==> src/hdl/bfu_pkg.sv <==
// Boid flocking update: shared types, constants and arithmetic helpers.
// Used by the channel interfaces and every module of the block.
package bfu_pkg;

    localparam int POS_W   = 24;
    localparam int RAD_W   = 16;
    localparam int DT_W    = 16;
    localparam int WIN_W   = 15;
    localparam int SUM_W   = 40;
    localparam int CNT_W   = 11;
    localparam int VEC_W   = 42;
    localparam int CFG_IDX_W = 1;

    localparam logic [CNT_W-1:0] MAX_NEIGHBORS = 11'd1024;
    localparam logic [9:0]  SEP_MIN_DSQ = 10'd655;
    localparam logic [13:0] PUSH_SPEED  = 14'd12800;
    localparam logic [13:0] PULL_UNIT   = 14'd256;
    localparam logic signed [16:0] KEEP_GAIN  = 17'sd45875;
    localparam logic signed [16:0] BLEND_GAIN = 17'sd19661;
    localparam logic [WIN_W-1:0] WIDTH_RST  = 15'd800;
    localparam logic [WIN_W-1:0] HEIGHT_RST = 15'd600;

    localparam logic [CFG_IDX_W-1:0] REG_WIDTH  = 1'd0;
    localparam logic [CFG_IDX_W-1:0] REG_HEIGHT = 1'd1;

    // divider: 57-bit dividend, 38-bit divisor, quotient known below 2^29
    localparam int DIV_NUM_W = 57;
    localparam int DIV_DEN_W = 38;
    localparam int DIV_Q_W   = 29;
    // square root: 62-bit radicand, 31-bit root
    localparam int SQ_W      = 62;
    localparam int ROOT_W    = 31;

    localparam logic KIND_SUBJECT  = 1'b0;
    localparam logic KIND_NEIGHBOR = 1'b1;

    typedef struct packed {
        logic                    kind;
        logic signed [POS_W-1:0] pos_x;
        logic signed [POS_W-1:0] pos_y;
        logic signed [POS_W-1:0] vel_x;
        logic signed [POS_W-1:0] vel_y;
        logic [RAD_W-1:0]        size_radius;
        logic [DT_W-1:0]         step_time;
        logic                    last;
    } t_in_item;

    typedef struct packed {
        logic signed [POS_W-1:0] new_pos_x;
        logic signed [POS_W-1:0] new_pos_y;
        logic signed [POS_W-1:0] new_vel_x;
        logic signed [POS_W-1:0] new_vel_y;
    } t_out_item;

    typedef struct packed {
        logic     valid;
        logic     is_subject;
        t_in_item item;
    } t_qlink;

    function automatic logic signed [SUM_W-1:0] sat40(input logic signed [SUM_W:0] v);
        if (v[SUM_W] != v[SUM_W-1]) begin
            return v[SUM_W] ? {1'b1, {(SUM_W-1){1'b0}}} : {1'b0, {(SUM_W-1){1'b1}}};
        end
        return v[SUM_W-1:0];
    endfunction

    function automatic logic signed [POS_W-1:0] sat24(input logic signed [VEC_W-1:0] v);
        if (v > $signed(42'sd8388607)) begin
            return 24'sh7FFFFF;
        end else if (v < -$signed(42'sd8388608)) begin
            return 24'sh800000;
        end
        return v[POS_W-1:0];
    endfunction

    function automatic logic signed [POS_W-1:0] wrap_coord(input logic signed [25:0] p,
                                                           input logic [WIN_W-1:0] win);
        logic signed [25:0] lim;
        lim = $signed({3'b000, win, 8'h00});
        if (p <= 26'sd0) begin
            return lim[POS_W-1:0];
        end else if (p >= lim) begin
            return '0;
        end
        return p[POS_W-1:0];
    endfunction

endpackage

==> src/hdl/bfu_in_if.sv <==
// Input channel of the boid flocking update: valid/ready plus one item.
// Depends on bfu_pkg.
interface bfu_in_if;
    import bfu_pkg::*;
    logic     valid;
    logic     ready;
    t_in_item data;
    modport source(output valid, output data, input ready);
    modport sink(input valid, input data, output ready);
endinterface

==> src/hdl/bfu_front.sv <==
// Front end: takes input transfers, tags subject versus neighbor items and
// holds them in a two-entry queue for the back end. Depends on bfu_pkg, bfu_in_if.
module bfu_front (
    input  logic             i_clk,
    input  logic             i_rst_n,
    bfu_in_if.sink           i_in,
    output bfu_pkg::t_qlink  o_link,
    input  logic             i_pop
);
    import bfu_pkg::*;

    t_in_item   r_q [2];
    logic       r_wp, r_rp;
    logic [1:0] r_cnt;
    logic       push, pop;

    assign i_in.ready = (r_cnt != 2'd2);
    assign push = i_in.valid && i_in.ready;
    assign pop  = i_pop && (r_cnt != 2'd0);

    always_ff @(posedge i_clk) begin
        if (!i_rst_n) begin
            r_wp  <= 1'b0;
            r_rp  <= 1'b0;
            r_cnt <= '0;
        end else begin
            if (push) begin
                r_wp <= ~r_wp;
            end
            if (pop) begin
                r_rp <= ~r_rp;
            end
            r_cnt <= r_cnt + 2'(push) - 2'(pop);
        end
    end

    always_ff @(posedge i_clk) begin
        if (push) begin
            r_q[r_wp] <= i_in.data;
        end
    end

    assign o_link.valid      = (r_cnt != 2'd0);
    assign o_link.item       = r_q[r_rp];
    assign o_link.is_subject = (r_q[r_rp].kind == KIND_SUBJECT);
endmodule

==> src/flat_wrapper.sv <==
// flat-port wrapper written by rule: the top's interface ports become plain ports
module bfu_front_flat import bfu_pkg::*;
  (i_clk, i_rst_n, o_link, i_pop, i_in_valid, i_in_data, i_in_ready);
  bfu_in_if i_in_i ();
  input  logic i_clk;
  input  logic i_rst_n;
  output bfu_pkg::t_qlink o_link;
  input  logic i_pop;
  input wire logic [$bits(i_in_i.valid)-1:0] i_in_valid;
  input wire logic [$bits(i_in_i.data)-1:0] i_in_data;
  output wire logic [$bits(i_in_i.ready)-1:0] i_in_ready;
  assign i_in_i.valid = i_in_valid;
  assign i_in_i.data = i_in_data;
  assign i_in_ready = i_in_i.ready;
  bfu_front u_core (.i_clk(i_clk), .i_rst_n(i_rst_n), .i_in(i_in_i), .o_link(o_link), .i_pop(i_pop));
endmodule
==> config.mk <==
export PLATFORM = sky130hd
export DESIGN_NAME = bfu_front_flat
export DESIGN_NICKNAME = d
export VERILOG_FILES = /design/src/hdl/bfu_pkg.sv /design/src/hdl/bfu_in_if.sv /design/src/hdl/bfu_front.sv /design/src/flat_wrapper.sv
export SDC_FILE = /design/constraint.sdc
export NUM_CORES = 1
export LEC_CHECK = 0
export ABC_AREA = 1
export BUFFER_PORTS_ARGS = -buffer_cell sky130_fd_sc_hd__buf_2
export CELL_PAD_IN_SITES_DETAIL_PLACEMENT = 1
export CELL_PAD_IN_SITES_GLOBAL_PLACEMENT = 1
export CORE_MARGIN = 5
export CORE_UTILIZATION = 44
export DETAILED_ROUTE_END_ITERATION = 12
export HOLD_SLACK_MARGIN = 0.02
export PLACE_DENSITY = 0.76
export SLEW_MARGIN = 20
export SYNTH_ARGS = -nofsm -noshare
export SYNTH_HDL_FRONTEND = slang
export SYNTH_SLANG_ARGS = --single-unit
==> constraint.sdc <==
create_clock -name i_clk -period 9.88 [get_ports i_clk]
set_input_delay 1.482 -clock i_clk [delete_from_list [all_inputs] [get_ports i_clk]]
set_output_delay 1.482 -clock i_clk [all_outputs]
set_load 0.01 [all_outputs]
==> results.cfg <==
[detailed_routing]
drt-initial-drc-count = 229
vias_per_inst = 4.91
wl_per_cell_um = 20.9
num_vias = 5098
final_routed_drc_violation_total = 0
detail_route.wirelength_mm = 21.7
ant_nets = 0
first_drt_pass_iteration_count = 4

[clock_tree]
ctsRootBufferMaster = clkbuf_16
clkSinkCount = 265
cts_htree_levels = 1
postCtsResizedCells = 0
maximum_clock_path_buffer_count = 3
cts_hold_buffers = 0
postCtsSetupRepairBufs = 0
cts_tree = built
clkSlewWorstSetupHoldPaths_ns = 0.06
worstSkewPairLatency_ns = 0.52
cts_inserted_buffers = 29

[logic_synthesis]
synthesis.yosys.warnings = 0
netlist.area_leader.share_pct = 78.1
synth.cells.most_frequent = edfxtp_1 (260), mux2_4 (88), mux2_2 (41)
post_synth_instance_area_um2 = 9990
async_flop_share_pct = 0
synth_seq_area_share_pct = 79.1
synthesis.instances = 446
syn-mean-instance-area_um2 = 22.4
synth_seq_cells = 265
synth.top_cells.by_area = edfxtp_1 (78%), mux2_4 (13%), mux2_2 (4.6%)
synth_edf_count = 260
synth.net_count = 582
post_synthesis_cell_type_with_the_largest_combined_area = edfxtp_1
synthFlopType = edfxtp_1
synth_cell_type_count = 13
synth_most_common_cell = edfxtp_1

[timing]
setup-tns-final_ns = 0
worst_pin_slew_ns = 0.990
setup_viol = 0
skew_final_ns = 0.00885
hold_viol_final = 0
worst_slack_ns = 4.99
clock_period_minus_worst_slack_ns = 4.89
maxSlewViolCount = 0
post-route-period-util_pct = 49.5
grt_setup_unrepaired = false
relSlewSlack_pct = 34.0
clock.fmax_mhz = 205

[cells_and_area]
drive_above_1_share_pct = 58.9
flow.area_growth_from_synthesis_pct = 26.1
final_core_util_pct = 56.0
layout.nets = 869

[place]
place_congestion = 0.750
port-buffer-count = 266
hpwl_mm = 15.3
worst_setup_timing_slack_at_the_placement_stage_ns = 5.47

[floorplan]
die_width_um = 161
placeableCoreArea_um2 = 22500
io-pin-count = 267
fp.dieArea_um2 = 25800
placement_rows = 55
chipHeight_um = 161
initial_utilization_pct = 44.4

[grt]
number_of_antenna_violations_at_the_first_check_in_global_routing = 1
global_route_wire_length_before_repair_mm = 33.0
first_global_vias = 5673
grt_max_degree = 69
grt_use_total_pct = 16.3
global_route.overflow_total = 0

[outcome]
run_status = completed

[critical_path]
path_max_fanout = 60
r2r-end = u_core.r_q[0][25]
critical_path_class = register to primary output
crit_path_end_kind = primary output
critPathArrivalTime_ns = 3.40
critical_path.startpoint_type = register
critical_path_required_ns = 8.40
timing.reg2reg.setup_slack_ns = 7.07
rr_startpoint = u_core.r_cnt[0]
r2r_cells = 6

[pwr]
p_per_area_nw_per_um2 = 271
leakagePower_nw = 4.93
ir_worst_vdd_mv = 0.200

[min_path]
whs_endpoint = u_core.r_rp
worst_hold_path.num_cells = 2
hold_path_startpoint = u_core.r_rp
hold_class = register to register

[run]
cap_violations = 0
## flip-flops by register name, indices dropped and copies added (netlist names), named ones only
register,cells
u_core.r_cnt,2
u_core.r_q,260
u_core.r_rp,1
u_core.r_wp,1
## how the worst max path moves through the flow
| stage | startpoint | slack, ns | cells after the start | to |
|---|---|---|---|---|
| 2_1_floorplan | i_in_valid | 2.31 | 2 | u_core.r_q[0][0] |
| 3_3_place_gp | register | 5.56 | 4 | o_link[0] |
| 3_5_place_dp | register | 5.47 | 4 | o_link[0] |
| 4_1_cts | register | 4.90 | 4 | o_link[0] |
| 5_1_grt | register | 4.78 | 4 | o_link[0] |
| 6_report | register | 4.99 | 4 | o_link[0] |
## critical path, stage by stage (launching register included)
cell	delay (ns)
dfxtp_4	0.77
buf_4	0.81
buf_4	0.65
mux2_2	0.40
buf_2	0.14
## kinds of logic after synthesis
family	synth area share (%)
buffers and inverters	1.79
muxes	17.8
adders and majority gates	0.250
and+or+nand+nor	0.826
DFF	79.1
AOI/OAI and AO/OA	0.150
## cells in the final DEF, fill, tap and decap left out
master     count
a21oi_1        2
buf_2        266
buf_4          5
bufinv_16      7
clkbuf_1       3
clkbuf_16     29
clkinv_1       7
clkinv_2       3
clkinv_4       1
dfxtp_1        4
dfxtp_4        1
diode_2        1
edfxtp_1     260
ha_1           2
inv_1         10
inv_6          1
mux2_2        41
mux2_4        88
nand2_1       10
nand3_1        3
nor2_1         7
nor2_4         1
o21ai_1        1
## layer usage
metal / GRT usage [%] / wire length, um
met4: 3.61 / 417
met3: 4.95 / 1780
met1: 20.0 / 8640
met5: 0 / 11
met2: 28.5 / 10900
## where the power goes
part,switching (mW),internal (mW)
Combinational,0.405,0.377
Clock,0.403,0.713
Sequential,0.0690,1.44
Total,0.878,2.53
## final cells by class
class | count | area (um^2)
diodes | 1 | 2.50
clock buffers | 32 | 737
clock inverters | 18 | 260
fillers | 2068 | 9910
inverters | 11 | 46.3
multi-input cells | 155 | 1910
flip-flops and latches | 265 | 7910
well taps | 285 | 357
repair buffers | 271 | 1370
## through the flow
step	instance area (um^2)	std cells	hold WS (ns)	power, mW
floorplan	9990	446	0.467	2.06
global placement	11600	987	0.487	2.29
detailed placement	11600	987	0.506	2.33
CTS	12600	1037	0.520	3.46
global route	12600	1037	0.566	3.57
finish	12600	1038	0.514	3.41
Power figures use the tool's default switching activity.
